[src/sv/amd_pkg.sv]
// Shared types, register indexes and fixed-point helpers of the admittance axis core.
package amd_pkg;

    // Register indexes of the configuration port
    localparam logic [2:0] CfgInvLinMass  = 3'd0;
    localparam logic [2:0] CfgLinDamping  = 3'd1;
    localparam logic [2:0] CfgInvAngMass  = 3'd2;
    localparam logic [2:0] CfgAngDamping  = 3'd3;
    localparam logic [2:0] CfgTargetForce = 3'd4;
    localparam logic [2:0] CfgSpeedLimit  = 3'd5;
    localparam logic [2:0] CfgDeadband    = 3'd6;

    // Axis that carries the target contact force
    localparam logic [2:0] AxisForceZ  = 3'd2;

    // Number of register stages from input beat to output beat
    localparam int unsigned PipeDepth = 7;

    // Configuration register file
    typedef struct packed {
        logic [30:0]        inv_lin_mass;
        logic [30:0]        lin_damping;
        logic [30:0]        inv_ang_mass;
        logic [30:0]        ang_damping;
        logic signed [31:0] target_force_z;
        logic [30:0]        speed_limit;
        logic [30:0]        speed_deadband;
    } amd_cfg_t;

    // Input beat
    typedef struct packed {
        logic [2:0]         axis;
        logic signed [31:0] wrench;
        logic signed [31:0] speed;
        logic signed [31:0] position;
        logic [15:0]        dt;
    } amd_in_t;

    // Between damping and acceleration sections
    typedef struct packed {
        logic [2:0]         axis;
        logic signed [31:0] diff;
        logic [30:0]        inv_m;
        logic signed [31:0] speed;
        logic signed [31:0] position;
        logic [15:0]        dt;
    } amd_mid_t;

    // Between acceleration and integration sections
    typedef struct packed {
        logic [2:0]         axis;
        logic signed [63:0] dv_prod;
        logic signed [31:0] speed;
        logic signed [31:0] position;
        logic [15:0]        dt;
    } amd_acc_t;

    // Result beat
    typedef struct packed {
        logic [2:0]         axis;
        logic signed [31:0] cmd_speed;
        logic signed [31:0] cmd_position;
    } amd_out_t;

    // Saturate an exact 33-bit sum to 32 bits
    function automatic logic signed [31:0] sat33(input logic signed [32:0] s);
        logic signed [31:0] r;
        if (s[32] == s[31]) begin
            r = s[31:0];
        end else if (s[32]) begin
            r = 32'sh8000_0000;
        end else begin
            r = 32'sh7FFF_FFFF;
        end
        return r;
    endfunction

    // Q16.16 product: floor of p / 2^16, saturated to 32 bits
    function automatic logic signed [31:0] mulq(input logic signed [63:0] p);
        logic signed [47:0] q;
        logic signed [31:0] r;
        q = p[63:16];
        if (&q[47:31] || ~|q[47:31]) begin
            r = q[31:0];
        end else if (q[47]) begin
            r = 32'sh8000_0000;
        end else begin
            r = 32'sh7FFF_FFFF;
        end
        return r;
    endfunction

    // Signed 32-bit value times unsigned 31-bit coefficient, exact
    function automatic logic signed [63:0] mul_su31(input logic signed [31:0] a,
                                                    input logic [30:0] b);
        logic signed [63:0] ax;
        logic signed [63:0] bx;
        ax = {{32{a[31]}}, a};
        bx = {33'd0, b};
        return ax * bx;
    endfunction

    // Signed 32-bit value times unsigned 16-bit step, exact
    function automatic logic signed [63:0] mul_su16(input logic signed [31:0] a,
                                                    input logic [15:0] b);
        logic signed [63:0] ax;
        logic signed [63:0] bx;
        ax = {{32{a[31]}}, a};
        bx = {48'd0, b};
        return ax * bx;
    endfunction

endpackage

[src/sv/amd_integ_stage.sv]
// Integration section: commanded velocity, pose product, pose sum, deadband and clamp.
module amd_integ_stage (
    input  logic              aclk,
    input  logic              aresetn,
    input  amd_pkg::amd_cfg_t cfg,
    input  logic              in_valid,
    output logic              in_ready,
    input  amd_pkg::amd_acc_t in_data,
    output logic              out_valid,
    input  logic              out_ready,
    output amd_pkg::amd_out_t out_data
);
    import amd_pkg::*;

    logic               v1_reg, v2_reg, v3_reg;
    logic               en1, en2, en3;

    // Stage 1: unlimited commanded velocity
    logic [2:0]         axis1_reg;
    logic signed [31:0] cmdv1_reg, pos1_reg;
    logic [15:0]        dt1_reg;

    // Stage 2: pose increment product
    logic [2:0]         axis2_reg;
    logic signed [31:0] cmdv2_reg, pos2_reg;
    logic signed [63:0] pprod2_reg;

    amd_out_t           out_reg;
    amd_out_t           out_next;

    logic signed [32:0] mag;
    logic signed [32:0] lim;
    logic signed [31:0] outv;
    logic signed [31:0] vinc;
    logic signed [31:0] pinc;

    assign en3      = !v3_reg || out_ready;
    assign en2      = !v2_reg || en3;
    assign en1      = !v1_reg || en2;
    assign in_ready = en1;

    assign vinc = mulq(in_data.dv_prod);
    assign pinc = mulq(pprod2_reg);

    // Pose sum, deadband then symmetric clamp on velocity
    always_comb begin
        mag  = cmdv2_reg[31] ? -{cmdv2_reg[31], cmdv2_reg} : {cmdv2_reg[31], cmdv2_reg};
        lim  = {2'b00, cfg.speed_limit};
        outv = cmdv2_reg;
        if (mag < $signed({2'b00, cfg.speed_deadband})) begin
            outv = 32'sd0;
        end
        if ($signed({outv[31], outv}) > lim) begin
            outv = lim[31:0];
        end else if ($signed({outv[31], outv}) < -lim) begin
            outv = -$signed({1'b0, cfg.speed_limit});
        end
        out_next.axis         = axis2_reg;
        out_next.cmd_speed    = outv;
        out_next.cmd_position = sat33({pos2_reg[31], pos2_reg} - 33'sd0
                                      + {pinc[31], pinc});
    end

    // Valid bits
    always_ff @(posedge aclk) begin
        if (!aresetn) begin
            v1_reg <= 1'b0;
            v2_reg <= 1'b0;
            v3_reg <= 1'b0;
        end else begin
            if (en1) v1_reg <= in_valid;
            if (en2) v2_reg <= v1_reg;
            if (en3) v3_reg <= v2_reg;
        end
    end

    // Payload registers
    always_ff @(posedge aclk) begin
        if (en1) begin
            axis1_reg <= in_data.axis;
            cmdv1_reg <= sat33({in_data.speed[31], in_data.speed} + {vinc[31], vinc});
            pos1_reg  <= in_data.position;
            dt1_reg   <= in_data.dt;
        end
        if (en2) begin
            axis2_reg  <= axis1_reg;
            cmdv2_reg  <= cmdv1_reg;
            pos2_reg   <= pos1_reg;
            pprod2_reg <= mul_su16(cmdv1_reg, dt1_reg);
        end
        if (en3) begin
            out_reg <= out_next;
        end
    end

    assign out_valid = v3_reg;
    assign out_data  = out_reg;

endmodule

[config.mk]
export PLATFORM = sky130hd
export DESIGN_NAME = amd_integ_stage
export DESIGN_NICKNAME = d
export VERILOG_FILES = /design/src/sv/amd_pkg.sv /design/src/sv/amd_integ_stage.sv
export SDC_FILE = /design/constraint.sdc
export NUM_CORES = 2
export LEC_CHECK = 0
export ABC_AREA = 1
export BUFFER_PORTS_ARGS = -buffer_cell sky130_fd_sc_hd__buf_2
export CAP_MARGIN = 5
export CORE_UTILIZATION = 55
export CTS_CLUSTER_DIAMETER = 100
export CTS_CLUSTER_SIZE = 14
export DETAILED_ROUTE_END_ITERATION = 10
export PLACE_DENSITY = 0.81
export SETUP_SLACK_MARGIN = 0.02
export SYNTH_ARGS = -nofsm -noshare
export SYNTH_HDL_FRONTEND = slang
export SYNTH_SLANG_ARGS = --single-unit
[constraint.sdc]
create_clock -name aclk -period 13.25 [get_ports aclk]
set_clock_uncertainty 0.1 [all_clocks]
set_input_delay 3.975 -clock aclk [delete_from_list [all_inputs] [get_ports aclk]]
set_output_delay 3.975 -clock aclk [all_outputs]
set_load 0.005 [all_outputs]
# After elaboration in Yosys (flattened, before gate mapping)
# Cells that the tools add are included.
word_totals:
  in_bits: 369
  word_cells: 52
  regBits: 284
  output_inout_bits: 69
classes:
  addsub: 5
  n_mux: 12
  order_cmp: 3
  n_reduce_logical: 14
  mul: 1
  n_eq_ne: 2
ops:
  columns: ["cell", "count"]
  rows:
  - ["$mux 32", 10]
  - ["$add 32x32->33", 2]
  - ["$mul 32x17->49", 1]
  - ["$reduce_and 17->1", 2]
  - ["$reduce_or 17->1", 2]
  - ["$lt 32x33->1", 1]
  - ["$lt 33x32->1", 1]
  - ["$mux 33", 1]
  - ["$neg 31->33", 1]
  - ["$neg 33->33", 1]
  - ["$gt 32x32->1", 1]
  - ["$neg 31->32", 1]
  - ["$mux 31", 1]
  - ["$logic_not 1->1", 5]
  - ["$logic_or 1x1->1", 5]
  - ["$eq 1x1->1", 2]

# Depth between registers and ports, before layout
logic_depth:
  word_depth: 7
  ltp_mapped: 40
  depth_no_buf: 39

# Least setup slack after synthesis
# Ideal clock, no wire load.
synth_path:
  path_type: "in2out"
  from: "input out_ready"
  to: "output in_ready"
  slack_ns: 1.618
  t_arrival_ns: 7.557
  required_ns: 9.175
  path_stages: 4
  n_path_buf: 0
  path_cell_list: "inv_1 nand2_1 nor2_1 nand2_1"
synth_via:
  elab_chain_cells: 3
synth_rtl:
  columns: ["item", "line", "rtl"]
  rows:
  - ["from (decl)", "amd_integ_stage.sv:10", "input logic out_ready,"]
  - ["$logic_or 1x1->1", "amd_integ_stage.sv:37", "assign en3 = !v3_reg || out_ready;"]
  - ["via en3", "amd_integ_stage.sv:16", "logic en1, en2, en3;"]
  - ["$logic_or 1x1->1", "amd_integ_stage.sv:38", "assign en2 = !v2_reg || en3;"]
  - ["$logic_or 1x1->1", "amd_integ_stage.sv:39", "assign en1 = !v1_reg || en2;"]
  - ["to (decl)", "amd_integ_stage.sv:7", "output logic in_ready,"]
# The timed path passes the listed nets, and every way through them passes these cells.

# Worst setup path in the final report
# Ends and elaborated chain as after synthesis.

==> impl_metrics.ini <==
[floorplan]
dieArea_mm2 = 0.0640
die_x_um = 253
rows = 91
fp.dieH_um = 253
core_mm2 = 0.0619
ios = 438
initial_core_util_pct = 55.9

[clock_network]
tritoncts = built
root_buffer = clkbuf_16
cts_hold_buf = 0
cts_setup_buffers = 0
clock-sinks = 253
clockBufferDepth = 3
cts_inserted_buffers = 23
cts.clk_slew.worst_paths_ps = 70
htree_num_levels = 1
clk_latency_ps = 570
cts_resized = 0

[worst_setup_path]
crit_path_end_kind = primary output
crit_fanout = 69
worst_path_max_delay_cell = nor2_1
start_kind = input pin
reg2regPathDepth = 35
crit_arrival_ps = 5890
critPathCapture = in_ready
crit_path_start = out_ready
critical-path-top-delay-family = simple AND/OR/NAND/NOR gates
regToRegEndpoint = out_data[36]
crit_type = in -> out
crit_required_ps = 9170
worst_path_largest_cell_delay_ps = 560
path_cells = buf_2 -> inv_1 -> nand2_4 -> nor2_1 -> nand2_4 -> buf_2
cp.buffers_inverters = 3
rrSetupSlack_ps = 5650
regToRegStartpoint = cmdv2_reg[0]
crit_cells = 6

[yosys]
synth_edf_count = 250
synth_top_cell_area_share_pct = 28.2
syn_area_per_cell_um2 = 8.32
synth_xor_area_share_pct = 3.74
synth.distinct_cells = 55
synth_compound_area_share_pct = 7.15
syn_inst = 4167
seq_area_frac_synth_pct = 21.8
synthesis.area_mm2 = 0.0347
ys_async_sr_fraction_pct = 0
yosys.area_share.simple_pct = 16.8
ys_warn_count = 0
synth_area_leaders = fa_1 (28%), edfxtp_1 (22%), nand2_1 (11%), inv_1 (10%), ha_1 (9.8%)
synth.net_count = 5297
synthMuxAreaShare_pct = 0
ys_ff_latch = 253
synth_top_family_by_area = adder cells
synth_fa_ha_area_share_pct = 38.1
synthFlopType = edfxtp_1
synth_top_cell_by_area = fa_1

[finish]
multi_input_area_mm2 = 0.0228
final_cell_mix = nand2_1 (1004), inv_1 (956), fa_1 (489)
nets = 5456
seqCellArea_mm2 = 0.00757
areaGrowthSynthToFinish_pct = 7.56
final_common_cell = nand2_1
drive_gt1_share_pct = 8.44
largest_reg_flops = 67
num-fill-cells = 5414

[place]
dp_hpwl_mm = 69.3
post-place-ws_ps = 3190
routabilityCongestion = 0.946
io_buffers = 265

[route]
routed_wirelength_mm = 88.4
drtIter0Drc = 2201
drc = 0
route.vias.total = 27990
wl_per_cell_um = 17.1
firstDrtPassIters = 8
viasPerCell = 5.40
postRouteAntennaNets = 0

[job]
max-cap-violations = 0

[timing]
hold_viol = 0
maxClockFrequency_ghz = 0.100
setup_viol = 0
slew_violations = 0
fin_setup_tns_ps = 0
period_minus_slack_ps = 9970
rsz0062_at_grt = false
finalCritPeriodShare_pct = 75.2
relSlewSlack_pct = 30.7
tightest_slew_ps = 1040
fin_ws_ps = 3280

[global_routing]
gr-total-overflow = 0
grt_pass1_vias = 28665
grt_max_degree = 70
grt_pass1_wl_mm = 144
grtUsageTotal_pct = 28.6
antenna_found_initial = 9

[status]
status = complete, no violations

[min_path]
hp-class = reg -> reg
==> how the worst min path moves through the flow <==
stage | start | cells after the start | to | slack [ps]
finish | pos1_reg[12] | 0 | pos2_reg[12] | 310
global route | pos1_reg[7] | 0 | pos2_reg[7] | 320
CTS | pos1_reg[12] | 0 | pos2_reg[12] | 310
detailed placement | pos1_reg[12] | 0 | pos2_reg[12] | 300
global placement | axis2_reg[2] | 0 | out_data[66] | 300
floorplan | axis1_reg[0] | 0 | axis2_reg[0] | 300
==> cell type report <==
| class | count | area share (%) |
|---|---|---|
| Multi-Input combinational cell | 2796 | 61.2 |
| Tap cell | 837 | 2.81 |
| Sequential cell | 253 | 20.3 |
| Antenna cell | 9 | 0.0604 |
| Clock buffer | 29 | 1.60 |
| Clock inverter | 6 | 0.198 |
| Inverter | 960 | 9.67 |
| Timing Repair Buffer | 292 | 4.10 |
==> Yosys cell counts (3+ instances only) <==
master	count
o31ai_1	6
a21oi_2	5
inv_1	957
dfxtp_1	3
nor3_2	8
buf_6	9
clkbuf_1	137
edfxtp_1	250
a211oi_1	9
xnor2_1	37
ha_1	272
o211ai_1	13
buf_2	8
o21ai_1	7
nand3_2	4
or2_2	3
buf_4	3
nor2_1	260
nand3_1	82
nand4_1	22
xor2_1	111
o21ai_0	127
nand2_1	1006
nor2_2	6
a31oi_1	18
a21o_1	9
a21oi_1	207
o21a_1	19
o21bai_1	5
nand2_2	3
nor4_1	23
o2111ai_1	5
nor3_1	14
fa_1	489
==> per-layer routing <==
layer	vias to the layer above	GRT usage [%]	part of all wire [%]
met5	-	0	0
met4	0	12.0	4.1
met3	249	4.02	8.4
met2	1242	48.0	47
met1	13450	37.2	40
li1	13049	-	-
==> worst reg2reg max path, delay by kind of cell (launching register included) <==
kind / cells / cell delay (ps)
fa+ha+maj: 3 / 790
simple gates: 16 / 2920
xor+xnor: 1 / 180
flops: 1 / 430
buf+inv: 5 / 1210
compound gates: 10 / 1720
==> kinds of logic (layout without fill, tap and decap cells) <==
group,after synthesis,count (layout)
buf+inv,1118,1287
other cells,0,9
compound gates,442,442
simple gates,1445,1445
xor+xnor,148,148
fa+ha+maj,761,761
flops,253,253
==> per-stage QoR <==
stage               cells  cell area (µm²)  hold WS [ps]  utilization, %
floorplan            4167            34700           300               -
global placement     5138            36600           301            59.1
detailed placement   5138            36600           305            59.1
CTS                  5173            37200           313            60.1
global route         5178            37300           321            60.2
finish               5182            37300           309            60.2
Power is not shown: default switching activity piles up to over one toggle a cycle in this logic, so the estimate is an artifact.
